`config.mk`:
```
export PLATFORM = sky130hd
export DESIGN_NAME = iso_level_row_crossings
export DESIGN_NICKNAME = d
export VERILOG_FILES = /design/src/sv/islc_pkg.sv /design/src/sv/iso_level_row_crossings.sv /design/src/sv/islc_div.sv
export SDC_FILE = /design/constraint.sdc
export NUM_CORES = 1
export LEC_CHECK = 0
export BUFFER_PORTS_ARGS = -buffer_cell sky130_fd_sc_hd__buf_2
export CAP_MARGIN = 20
export CORE_MARGIN = 3
export CORE_UTILIZATION = 60
export CTS_CLUSTER_DIAMETER = 150
export CTS_CLUSTER_SIZE = 30
export DETAILED_ROUTE_END_ITERATION = 10
export PLACE_DENSITY = 0.91
export SLEW_MARGIN = 20
export SYNTH_ARGS = -nofsm -noshare
export SYNTH_HDL_FRONTEND = slang
export SYNTH_SLANG_ARGS = --single-unit
```
`constraint.sdc`:
```
create_clock -name clk -period 6.5 [get_ports clk]
set_input_delay 1.95 -clock clk [delete_from_list [all_inputs] [get_ports clk]]
set_output_delay 1.95 -clock clk [all_outputs]
set_load 0.01 [all_outputs]
```
`src/sv/islc_pkg.sv`:
```
package islc_pkg;

	localparam int DEF_MAX_COLS  = 1024;
	localparam int DEF_MAX_ROWS  = 1024;
	localparam int DEF_FRAC_BITS = 16;

	localparam int SAMPLE_W  = 16;
	localparam int CFG_LEN_W = 11;
	localparam int CFG_IDX_W = 2;
	localparam int KIND_W    = 2;

	// start point sits at column 0.0001, rounded to the fraction grid
	localparam longint unsigned START_ROUND = 64'd5000;
	localparam longint unsigned START_SCALE = 64'd10000;

	localparam logic [CFG_LEN_W-1:0] DEF_ROW_LENGTH = CFG_LEN_W'(1024);
	localparam logic [CFG_LEN_W-1:0] DEF_ROW_COUNT  = CFG_LEN_W'(1024);

	typedef enum logic [CFG_IDX_W-1:0] {
		REG_LEVEL      = 2'd0,
		REG_ROW_LENGTH = 2'd1,
		REG_ROW_COUNT  = 2'd2
	} cfg_reg_t;

	typedef enum logic [KIND_W-1:0] {
		KIND_CROSS = 2'd0,
		KIND_START = 2'd1,
		KIND_END   = 2'd2
	} point_kind_t;

	typedef enum logic [1:0] {
		ST_IDLE,
		ST_DIV,
		ST_EMIT
	} state_t;

endpackage

```
`src/sv/iso_level_row_crossings.sv`:
```
// Finds where each grid row crosses an iso level. Samples (signed Q8.8) stream in row-major
// order; per row the block reports a start point when the first sample is above the level, a
// linearly interpolated crossing between every pair of neighbors that strictly straddle the
// level, and an end point when the last sample is above it. At most two points follow one
// sample, delivered in that order with tlast on the final one. For a crossing, the serial
// restoring divider first forms the column fraction, FRAC_BITS quotient bits (16 by default),
// before any point of that sample is handed out. Input is taken only while no earlier sample
// is still being worked on or waiting on the output. Configuration writes are taken in any
// cycle but belong to idle periods; a zero row length or row count acts as one, larger values
// clip to MAX_COLS and MAX_ROWS.
module iso_level_row_crossings #(
	parameter int MAX_COLS  = islc_pkg::DEF_MAX_COLS,
	parameter int MAX_ROWS  = islc_pkg::DEF_MAX_ROWS,
	parameter int FRAC_BITS = islc_pkg::DEF_FRAC_BITS,
	localparam int CW = $clog2(MAX_COLS),
	localparam int RW = (MAX_ROWS > 1) ? $clog2(MAX_ROWS) : 1,
	localparam int OUT_W = ((CW + FRAC_BITS + RW + 7) / 8) * 8
) (
	input  logic                                clk,
	input  logic                                arst_n,
	// configuration write channel
	input  logic                                cfg_valid,
	output logic                                cfg_ready,
	input  logic [islc_pkg::CFG_IDX_W-1:0]      cfg_index,
	input  logic [islc_pkg::SAMPLE_W-1:0]       cfg_data,
	// input stream
	input  logic                                s_tvalid,
	output logic                                s_tready,
	input  logic [islc_pkg::SAMPLE_W-1:0]       s_tdata,   // sample
	// output stream
	output logic                                m_tvalid,
	input  logic                                m_tready,
	output logic [OUT_W-1:0]                    m_tdata,   // col_whole, col_frac, row_index
	output logic [islc_pkg::KIND_W-1:0]         m_tuser,   // point_kind
	output logic                                m_tlast
);

	localparam int SW = islc_pkg::SAMPLE_W;
	localparam int LW = (CW + 1 > islc_pkg::CFG_LEN_W) ? CW + 1 : islc_pkg::CFG_LEN_W;
	localparam int HW = (RW + 1 > islc_pkg::CFG_LEN_W) ? RW + 1 : islc_pkg::CFG_LEN_W;
	localparam longint unsigned START_NUM = (64'd1 << FRAC_BITS) + islc_pkg::START_ROUND;
	localparam logic [FRAC_BITS-1:0] START_FRAC =
		FRAC_BITS'(START_NUM / islc_pkg::START_SCALE);

	islc_pkg::state_t state_q, state_d;
	logic div_start;
	logic div_done;

	logic signed [SW-1:0]                 level_q;
	logic [islc_pkg::CFG_LEN_W-1:0]       row_length_q;
	logic [islc_pkg::CFG_LEN_W-1:0]       row_count_q;
	logic signed [SW-1:0]                 prev_q;
	logic [CW-1:0]                        col_q;
	logic [RW-1:0]                        row_q;

	// captured per transaction
	logic [CW-1:0]        pt_col_q;
	logic [RW-1:0]        pt_row_q;
	logic [CW-1:0]        pt_end_col_q;
	logic                 pend_start_q, pend_cross_q, pend_end_q;

	logic                 s_acc, m_acc;
	logic signed [SW-1:0] d1;
	logic [LW-1:0]        len_ext, len_eff, col_ext, col_inc;
	logic [HW-1:0]        rows_ext, rows_eff, row_inc;
	logic                 hit_start, hit_cross, hit_end, above;
	logic signed [SW:0]   num_s, den_s;
	logic [SW:0]          num_abs, den_abs;
	logic [FRAC_BITS-1:0] quo;
	logic                 last_point;

	logic [CW-1:0]        o_col;
	logic [FRAC_BITS-1:0] o_frac;
	islc_pkg::point_kind_t o_kind;

	assign cfg_ready = 1'b1;
	assign s_acc = s_tvalid && s_tready;
	assign m_acc = m_tvalid && m_tready;

	// effective bounds
	assign len_ext = LW'(row_length_q);
	assign len_eff = (row_length_q == '0) ? LW'(1) :
		(len_ext > LW'(MAX_COLS)) ? LW'(MAX_COLS) : len_ext;
	assign rows_ext = HW'(row_count_q);
	assign rows_eff = (row_count_q == '0) ? HW'(1) :
		(rows_ext > HW'(MAX_ROWS)) ? HW'(MAX_ROWS) : rows_ext;
	assign col_ext = LW'(col_q);
	assign col_inc = col_ext + LW'(1);
	assign row_inc = HW'(row_q) + HW'(1);

	assign d1 = signed'(s_tdata);
	assign above = d1 > level_q;
	assign hit_start = (col_q == '0) && above;
	assign hit_cross = (col_q != '0) &&
		(((prev_q > level_q) && (d1 < level_q)) || ((prev_q < level_q) && (d1 > level_q)));
	assign hit_end = (col_ext == len_eff - LW'(1)) && above;

	assign num_s   = {level_q[SW-1], level_q} - {prev_q[SW-1], prev_q};
	assign den_s   = {d1[SW-1], d1} - {prev_q[SW-1], prev_q};
	assign num_abs = num_s[SW] ? -num_s : num_s;
	assign den_abs = den_s[SW] ? -den_s : den_s;

	islc_div #(
		.FRAC_BITS(FRAC_BITS)
	) u_div (
		.clk   (clk),
		.arst_n(arst_n),
		.start (div_start),
		.num   (num_abs[SW-1:0]),
		.den   (den_abs[SW-1:0]),
		.done  (div_done),
		.quo   (quo)
	);

	always_ff @(posedge clk or negedge arst_n) begin
		if (!arst_n) begin
			level_q      <= '0;
			row_length_q <= islc_pkg::DEF_ROW_LENGTH;
			row_count_q  <= islc_pkg::DEF_ROW_COUNT;
		end else if (cfg_valid && cfg_ready) begin
			unique case (islc_pkg::cfg_reg_t'(cfg_index))
				islc_pkg::REG_LEVEL:      level_q <= signed'(cfg_data);
				islc_pkg::REG_ROW_LENGTH: row_length_q <= cfg_data[islc_pkg::CFG_LEN_W-1:0];
				islc_pkg::REG_ROW_COUNT:  row_count_q <= cfg_data[islc_pkg::CFG_LEN_W-1:0];
				default: ;
			endcase
		end
	end

	always_ff @(posedge clk or negedge arst_n) begin
		if (!arst_n) begin
			state_q      <= islc_pkg::ST_IDLE;
			prev_q       <= '0;
			col_q        <= '0;
			row_q        <= '0;
			pend_start_q <= 1'b0;
			pend_cross_q <= 1'b0;
			pend_end_q   <= 1'b0;
		end else begin
			state_q <= state_d;
			if (s_acc) begin
				prev_q       <= d1;
				pend_start_q <= hit_start;
				pend_cross_q <= hit_cross;
				pend_end_q   <= hit_end;
				if (col_inc >= len_eff) begin
					col_q <= '0;
					row_q <= (row_inc >= rows_eff) ? '0 : row_inc[RW-1:0];
				end else begin
					col_q <= col_inc[CW-1:0];
				end
			end else if (m_acc) begin
				// drop the point just handed out
				priority if (pend_start_q) begin
					pend_start_q <= 1'b0;
				end else if (pend_cross_q) begin
					pend_cross_q <= 1'b0;
				end else begin
					pend_end_q <= 1'b0;
				end
			end
		end
	end

	always_ff @(posedge clk) begin
		if (s_acc) begin
			pt_col_q     <= col_q - CW'(1);
			pt_row_q     <= row_q;
			pt_end_col_q <= len_eff[CW-1:0] - CW'(1);
		end
	end

	always_comb begin
		last_point = 1'b0;
		o_col      = pt_end_col_q;
		o_frac     = '0;
		o_kind     = islc_pkg::KIND_END;
		priority if (pend_start_q) begin
			o_col      = '0;
			o_frac     = START_FRAC;
			o_kind     = islc_pkg::KIND_START;
			last_point = !pend_cross_q && !pend_end_q;
		end else if (pend_cross_q) begin
			o_col      = pt_col_q;
			o_frac     = quo;
			o_kind     = islc_pkg::KIND_CROSS;
			last_point = !pend_end_q;
		end else begin
			last_point = 1'b1;
		end
	end

	// next state
	always_comb begin
		state_d = state_q;
		unique case (state_q)
			islc_pkg::ST_IDLE: begin
				if (s_acc) begin
					if (hit_cross) begin
						state_d = islc_pkg::ST_DIV;
					end else if (hit_start || hit_end) begin
						state_d = islc_pkg::ST_EMIT;
					end
				end
			end
			islc_pkg::ST_DIV: begin
				if (div_done) begin
					state_d = islc_pkg::ST_EMIT;
				end
			end
			islc_pkg::ST_EMIT: begin
				if (m_acc && last_point) begin
					state_d = islc_pkg::ST_IDLE;
				end
			end
			default: state_d = islc_pkg::ST_IDLE;
		endcase
	end

	// outputs
	always_comb begin
		s_tready  = 1'b0;
		m_tvalid  = 1'b0;
		div_start = 1'b0;
		unique case (state_q)
			islc_pkg::ST_IDLE: begin
				s_tready  = 1'b1;
				div_start = s_tvalid && hit_cross;
			end
			islc_pkg::ST_DIV: ;
			islc_pkg::ST_EMIT: m_tvalid = 1'b1;
			default: ;
		endcase
	end

	assign m_tdata = OUT_W'({pt_row_q, o_frac, o_col});
	assign m_tuser = o_kind;
	assign m_tlast = last_point;

endmodule

```
`src/sv/islc_div.sv`:
```
module islc_div #(
	parameter int FRAC_BITS = islc_pkg::DEF_FRAC_BITS
) (
	input  logic                          clk,
	input  logic                          arst_n,
	input  logic                          start,
	input  logic [islc_pkg::SAMPLE_W-1:0] num,
	input  logic [islc_pkg::SAMPLE_W-1:0] den,
	output logic                          done,
	output logic [FRAC_BITS-1:0]          quo
);

	localparam int NW = islc_pkg::SAMPLE_W;
	localparam int CNT_W = $clog2(FRAC_BITS + 1);

	logic [NW-1:0]        rem_q;
	logic [NW-1:0]        den_q;
	logic [FRAC_BITS-1:0] quo_q;
	logic [CNT_W-1:0]     cnt_q;
	logic                 busy_q;

	logic [NW:0] rem_sh;
	logic [NW:0] rem_sub;
	logic        fits;

	// one quotient bit per cycle; remainder stays below the divisor
	assign rem_sh  = {rem_q, 1'b0};
	assign rem_sub = rem_sh - {1'b0, den_q};
	assign fits    = rem_sh >= {1'b0, den_q};

	always_ff @(posedge clk or negedge arst_n) begin
		if (!arst_n) begin
			busy_q <= 1'b0;
			cnt_q  <= '0;
		end else if (start) begin
			busy_q <= 1'b1;
			cnt_q  <= CNT_W'(FRAC_BITS);
		end else if (busy_q) begin
			cnt_q <= cnt_q - CNT_W'(1);
			if (cnt_q == CNT_W'(1)) begin
				busy_q <= 1'b0;
			end
		end
	end

	always_ff @(posedge clk) begin
		if (start) begin
			rem_q <= num;
			den_q <= den;
			quo_q <= '0;
		end else if (busy_q) begin
			rem_q <= fits ? rem_sub[NW-1:0] : rem_sh[NW-1:0];
			quo_q <= {quo_q[FRAC_BITS-2:0], fits};
		end
	end

	assign done = busy_q && (cnt_q == CNT_W'(1));
	assign quo  = quo_q;

endmodule

```
[Word-level counts from Yosys, hierarchy flattened]
Cells that the tools add are included.
Storage, ports and cells
  bits in registers: 163
  input port bits: 39
  output and inout port bits: 46
  logic and storage cells: 122
Operators by class
  add/sub/neg operators: 11
  $lt $le $gt $ge: 9
  eq/ne operators: 12
  mux-type cells: 42
  reduce and logical (&&, ||, !) cells: 30
Operators with widths (count)
  $mux W16: 7
  $mux W11: 4
  $mux W10: 4
  $sub A16 B16 Y17: 2
  $gt A16 B16 Y1: 2
  $lt A16 B16 Y1: 2
  $neg A16 Y16: 2
  $add A10 B1 Y11 const B: 2
  $ge A11 B11 Y1: 2
  $gt A11 B11 Y1 const B: 2
  $logic_not A11 Y1: 2
  $sub A10 B1 Y10 const B: 2
  $ge A17 B16 Y1: 1
  $mux W1: 17
  $sub A16 B16 Y16: 1
  $mux W2: 7
  $eq A10 B11 Y1: 1
  $logic_and A1 B1 Y1: 11
  $sub A11 B1 Y11 const B: 1
  $logic_not A10 Y1: 1
  $mux W5: 2
  $reduce_and A2 Y1: 5
  $reduce_bool A10 Y1: 1
  $ne A2 B2 Y1 const B: 3
  13 further kinds: 20

[Longest topological paths before layout]
  depth in word-level cells: 11
  depth in mapped cells: 17
  gate-level depth less buffers: 14

[Cells and area by module]
A second synthesis with hierarchy kept.
Unflattened totals
  cells, all modules: 1299
  area, all modules: 11705.0 sq um
Modules (own cells, without submodules)
  iso_level_row_crossings: instances 1, cells each 1013, area an instance 8672.1 sq um, sequential area each 2880.3 sq um
  islc_div: instances 1, cells each 286, area an instance 3032.9 sq um, sequential area each 1431.4 sq um

[Least setup slack after synthesis]
No wires, ideal clock.
  kind: input to register
  start: input s_tdata[13] (netlist bit)
  end: register u_div.rem_q[0], enable pin
  library setup time: 0.373 ns
  arrival: 4.526 ns
  required time: 6.127 ns
  path slack: 1.601 ns
  stages: 11
  path buffers: 1
  cells stage by stage: ha_1 > nand4_1 > or3_1 > a211oi_1 > o32a_2 > nand3b_1 > mux2_2 > a211o_1 > nor2_2 > buf_4 > or2_1
Between the ends
  longest elaborated chain between the ends: 7
  elaborated cells between the ends (all ways): 9
  classes of those cells: order compare (2); mux (1); reduce/logical (6)
RTL lines
  start: declaration: line iso_level_row_crossings.sv:29  | input logic [islc_pkg::SAMPLE_W-1:0] s_tdata,
  $lt A16 B16 Y1 or $gt A16 B16 Y1 (tied branches): line iso_level_row_crossings.sv:95  | (((prev_q > level_q) && (d1 < level_q)) || ((prev_q < level_q) && (d1 > level_q)));
  $logic_and A1 B1 Y1: line iso_level_row_crossings.sv:95
  $logic_or A1 B1 Y1 *: line iso_level_row_crossings.sv:95
  $logic_and A1 B1 Y1 *: line iso_level_row_crossings.sv:94  | assign hit_cross = (col_q != '0) &&
  $logic_and A1 B1 Y1 *: line iso_level_row_crossings.sv:228  | div_start = s_tvalid && hit_cross;
  $mux W1 *: line iso_level_row_crossings.sv:225  | unique case (state_q)
  $reduce_bool A2 Y1 (no line) *
  end signal: assignment: line islc_div.sv:48  | rem_q <= num;
  end signal: assignment: line islc_div.sv:52  | rem_q <= fits ? rem_sub[NW-1:0] : rem_sh[NW-1:0];
  end: declaration: line islc_div.sv:16  | logic [NW-1:0] rem_q;
Every way passes the cells marked *; elsewhere a longest branch is shown, timed or not.
A chain may end at the register's enable or synchronous reset.

[Worst setup path after layout]
  start: input s_tdata[13] (netlist bit)
  end: register u_div.rem_q[15] (data pin)
Between the ends
  longest elaborated chain between the ends: 7
  elaborated cells between the ends (all ways): 9
  classes of those cells: order compare (2); mux (2); reduce/logical (5)
RTL lines
  $lt A16 B16 Y1 or $gt A16 B16 Y1 (tied branches): line iso_level_row_crossings.sv:95
  $logic_and A1 B1 Y1: line iso_level_row_crossings.sv:95
  $logic_or A1 B1 Y1 *: line iso_level_row_crossings.sv:95
  $logic_and A1 B1 Y1 *: line iso_level_row_crossings.sv:94
  $logic_and A1 B1 Y1 *: line iso_level_row_crossings.sv:228
  $mux W1 *: line iso_level_row_crossings.sv:225
  $mux W16 *: line islc_div.sv:47  | if (start) begin
Marked as above.

==> tab_implementation.tex <==
\begin{tabular}{lr}
\hline
Metric & Value \\
\hline
\multicolumn{2}{l}{\textbf{Finish}} \\
Layout Cell Area excl Fill & 12400 sq um \\
Area growth, synth to finish & 9.87\% \\
Layout cells sized above 1 & 13.6\% \\
Total Nets Final & 1385 \\
Count of antenna diodes in the layout & 0 \\
\multicolumn{2}{l}{\textbf{Synth}} \\
Commonest register cell after synthesis & sky130\_fd\_sc\_hd\_\_dfrtp\_1 \\
Parity-gate share of the synthesized area counting xor and xnor cells & 7.11\% \\
Leading cell types by total area after synthesis & sky130\_fd\_sc\_hd\_\_dfrtp\_1 18\%, sky130\_fd\_sc\_hd\_\_edfxtp\_1 16\%, sky130\_fd\_sc\_hd\_\_ha\_1 10\%, sky130\_fd\_sc\_hd\_\_mux2i\_1 5.1\%, sky130\_fd\_sc\_hd\_\_xnor2\_1 5.0\% \\
Cell area after synthesis & 11300 sq um \\
Combinational family with the most area after synthesis & compound AO/OA/AOI/OAI gates \\
FF+latch count, synth & 163 \\
Post-synth EDFFs & 62 \\
Portion of the post-synthesis area used by sequential elements & 38.1\% \\
Synth top area share & 18.3\% \\
Fraction of the mapped netlist area in compound gates & 15.9\% \\
Share of flip-flops with an asynchronous set or reset & 52.1\% \\
Mean instance size in the synthesized netlist & 9.49 sq um \\
Simple-gate area share of the yosys netlist & 15.2\% \\
Synth Warn \# & 0 \\
Post-synthesis cell type with the largest combined area & sky130\_fd\_sc\_hd\_\_dfrtp\_1 \\
Top cells by instance count after synthesis & 101 x sky130\_fd\_sc\_hd\_\_nand2\_1, 94 x sky130\_fd\_sc\_hd\_\_ha\_1, 88 x sky130\_fd\_sc\_hd\_\_inv\_1, 88 x sky130\_fd\_sc\_hd\_\_nor2\_1, 83 x sky130\_fd\_sc\_hd\_\_dfrtp\_1 \\
Most frequently used cell type in the post-synthesis netlist & sky130\_fd\_sc\_hd\_\_nand2\_1 \\
Unique masters post-synth & 87 \\
Count of mapped cells out of synthesis & 1193 \\
Post-synthesis share of cell area spent on full adders, half adders and majority gates & 10.9\% \\
Multiplexer area fraction after synthesis & 7.71\% \\
\multicolumn{2}{l}{\textbf{Flow run}} \\
Max-cap violation count & 0 \\
\multicolumn{2}{l}{\textbf{STA}} \\
Post-layout minimum cycle time & 4930 ps \\
Number of failing setup endpoints in the final timing report & 0 \\
Final number of max-transition violations & 0 \\
Hold Worst Slack & 482 ps \\
Worst Tran Pin Value & 1130 ps \\
F\_max & 203 MHz \\
Worst setup skew after layout & 11.9 ps \\
Hold Vio Cnt, Final & 0 \\
Headroom to the max-slew limit & 23.6\% \\
Final cycle utilization of the critical path & 75.8\% \\
Unrepaired setup endpoints after global routing & no \\
Final-layout setup total negative slack & 0 ps \\
\multicolumn{2}{l}{\textbf{Routing}} \\
Via density & 6.18 \\
DRC violations left & 0 \\
1st-iter DRT viols & 896 \\
First-pass detailed-route iteration total & 5 \\
Total number of vias & 9212 \\
Antenna viol nets, final & 0 \\
Routed len/inst & 18.0 um \\
WL final & 26800 um \\
\multicolumn{2}{l}{\textbf{Clocking}} \\
Inserted Clock Buffers & 17 \\
CTS tree & built \\
Maximum count of clock buffers along a single path & 2 \\
Master cell of the clock root buffer & sky130\_fd\_sc\_hd\_\_clkbuf\_16 \\
Number of buffers added for setup after CTS & 0 \\
Maximum level of the CTS H-tree & 4 \\
Resize count post-CTS & 0 \\
Clock network latency to the later pin of the worst-skew pair & 440 ps \\
Clock input transition at the sequential cells of the worst setup and hold paths & 70 ps \\
Hold Buf Count CTS & 0 \\
Total clock sinks & 163 \\
\multicolumn{2}{l}{\textbf{Pwr}} \\
Power after layout & 7.08 mW \\
Worst-case vdd ir drop & 0.306 mV \\
Power per cell area & 569 nW/um\^{}2 \\
Leakage Power & 5.57 nW \\
\multicolumn{2}{l}{\textbf{Critical path}} \\
Worst Setup Start Kind & input pin \\
Startpoint of the most critical register-to-register path & level\_q[0] \\
Maximum fanout along the worst path & 52 \\
Data required time of the worst path & 6640 ps \\
Arrival time worst endpoint & 5070 ps \\
Worst setup path start & s\_tdata[13] \\
Critical setup path kind & input pin to flip-flop \\
Slack of the worst reg-to-reg path & 2420 ps \\
Number of cells traversed by the worst register-to-register path & 13 \\
Capturing instance or port of the critical path & u\_div.rem\_q[15] \\
Type of element capturing the critical path & flip-flop \\
Reg2reg end & u\_div.rem\_q[15] \\
\multicolumn{2}{l}{\textbf{Floorplanning}} \\
Initial Util & 62.0\% \\
Die extent in x & 143 um \\
Core Footprint & 18300 sq um \\
Overall die area & 20600 sq um \\
Chip height & 143 um \\
Core Rows & 49 \\
Number of ports placed on the die boundary & 85 \\
\multicolumn{2}{l}{\textbf{GRT}} \\
Number of antenna violations at the first check in global routing & 0 \\
Global routing usage summed across all routing layers & 26.3\% \\
Largest net degree at the start of global routing & 86 \\
Overflow left after global routing & 0 \\
Via count of the first global-routing pass & 8752 \\
Wire length of the first global-routing pass & 43600 um \\
\multicolumn{2}{l}{\textbf{Placement}} \\
Placer Congestion & 0.987 \\
Total of buffers placed on input and output ports & 79 \\
Placed instance area & 11800 sq um \\
Half-perimeter wire length after detailed placement & 19900 um \\
\multicolumn{2}{l}{\textbf{Hold path}} \\
HP Class & flip-flop to flip-flop \\
\multicolumn{2}{l}{\textbf{Status}} \\
Outcome & complete, no violations \\
\hline
\end{tabular}
-- metal layers --
| metal | global-route usage (%) | share of wire, % | wire [um] |
|---|---|---|---|
| met2 | 43.4 | 48 | 12900 |
| met5 | 0 | 0 | 0 |
| met3 | 4.49 | 6.4 | 1700 |
| met1 | 36.1 | 43 | 11600 |
| met4 | 7.14 | 2.0 | 541 |
-- cells in the final DEF (no fill, tap or decap), types with 27 or more instances in the layout --
cell type | netlist | final
sky130_fd_sc_hd__nor2_1 | 88 | 88
sky130_fd_sc_hd__dfrtp_1 | 83 | 83
sky130_fd_sc_hd__buf_2 | 5 | 78
sky130_fd_sc_hd__ha_1 | 94 | 94
sky130_fd_sc_hd__nand2_1 | 101 | 101
sky130_fd_sc_hd__mux2i_1 | 58 | 58
sky130_fd_sc_hd__a21oi_1 | 39 | 39
sky130_fd_sc_hd__edfxtp_1 | 62 | 62
sky130_fd_sc_hd__o21ai_0 | 82 | 82
sky130_fd_sc_hd__inv_1 | 88 | 88
sky130_fd_sc_hd__a21o_1 | 27 | 27
sky130_fd_sc_hd__xnor2_1 | 65 | 65
-- report_power, final --
| group | switching [mW] | total [mW] | internal (mW) |
|---|---|---|---|
| logic | 2.43 | 4.16 | 1.73 |
| clock network | 0.461 | 1.03 | 0.570 |
| registers | 0.307 | 1.89 | 1.58 |
-- worst max-delay path, stage by stage --
cell	delay (ps)
sky130_fd_sc_hd__buf_2	120
sky130_fd_sc_hd__ha_1	310
sky130_fd_sc_hd__nand4_1	90
sky130_fd_sc_hd__or3_1	430
sky130_fd_sc_hd__a211oi_1	240
sky130_fd_sc_hd__o32a_2	260
sky130_fd_sc_hd__nand3b_1	120
sky130_fd_sc_hd__mux2_2	270
sky130_fd_sc_hd__a211o_1	400
sky130_fd_sc_hd__nor2_4	120
sky130_fd_sc_hd__buf_4	560
sky130_fd_sc_hd__mux2i_1	190
-- worst min path at each step --
stage	startpoint	endpoint	slack (ps)	cells after the start
finish	state_q[1]	state_q[0]	480	1
global route	state_q[1]	state_q[0]	530	1
CTS	state_q[1]	state_q[0]	490	1
detailed placement	state_q[1]	state_q[0]	480	1
global placement	state_q[1]	state_q[0]	460	1
floorplan	state_q[1]	state_q[0]	440	1
-- per-stage QoR --
stage                     instances  setup slack [ps]  util, %
final                          1491              1570     68.1
after global routing           1491              1430     68.1
after CTS                      1490              1590     68.0
after detailed placement       1458              1180     64.7
after global placement         1458              1270     64.7
after floorplan                1196              1600        -
-- cell families (layout without fill, tap and decap cells) --
family	Yosys count	after routing
mux	84	84
fa+ha+maj	97	97
buf+inv	140	206
simple gates	345	345
compound gates	271	271
xor+xnor	91	91
other cells	2	5
flops	163	163
-- final cells by class --
cell class,count,area [sq um]
Clock inverter,14,154
Sequential cell,163,4310
Timing Repair Buffer,84,437
Clock buffer,18,450
Tap cell,229,287
Inverter,90,338
Fill cell,1332,5830
Multi-Input combinational cell,893,6460
-- state kept, by name, indices dropped and copies added (netlist names) --
register	cells
row_q	10
row_count_q	11
pt_end_col_q	10
pend_end_q	1
pt_row_q	10
pt_col_q	10
u_div.rem_q	16
u_div.quo	16
state_q	2
len_ext	11
level_q	16
pend_start_q	1
pend_cross_q	1
col_q	10
u_div.cnt_q	5
u_div.busy_q	1
u_div.den_q	16
prev_q	16
Note: power is estimated with default switching activity, not from simulation.
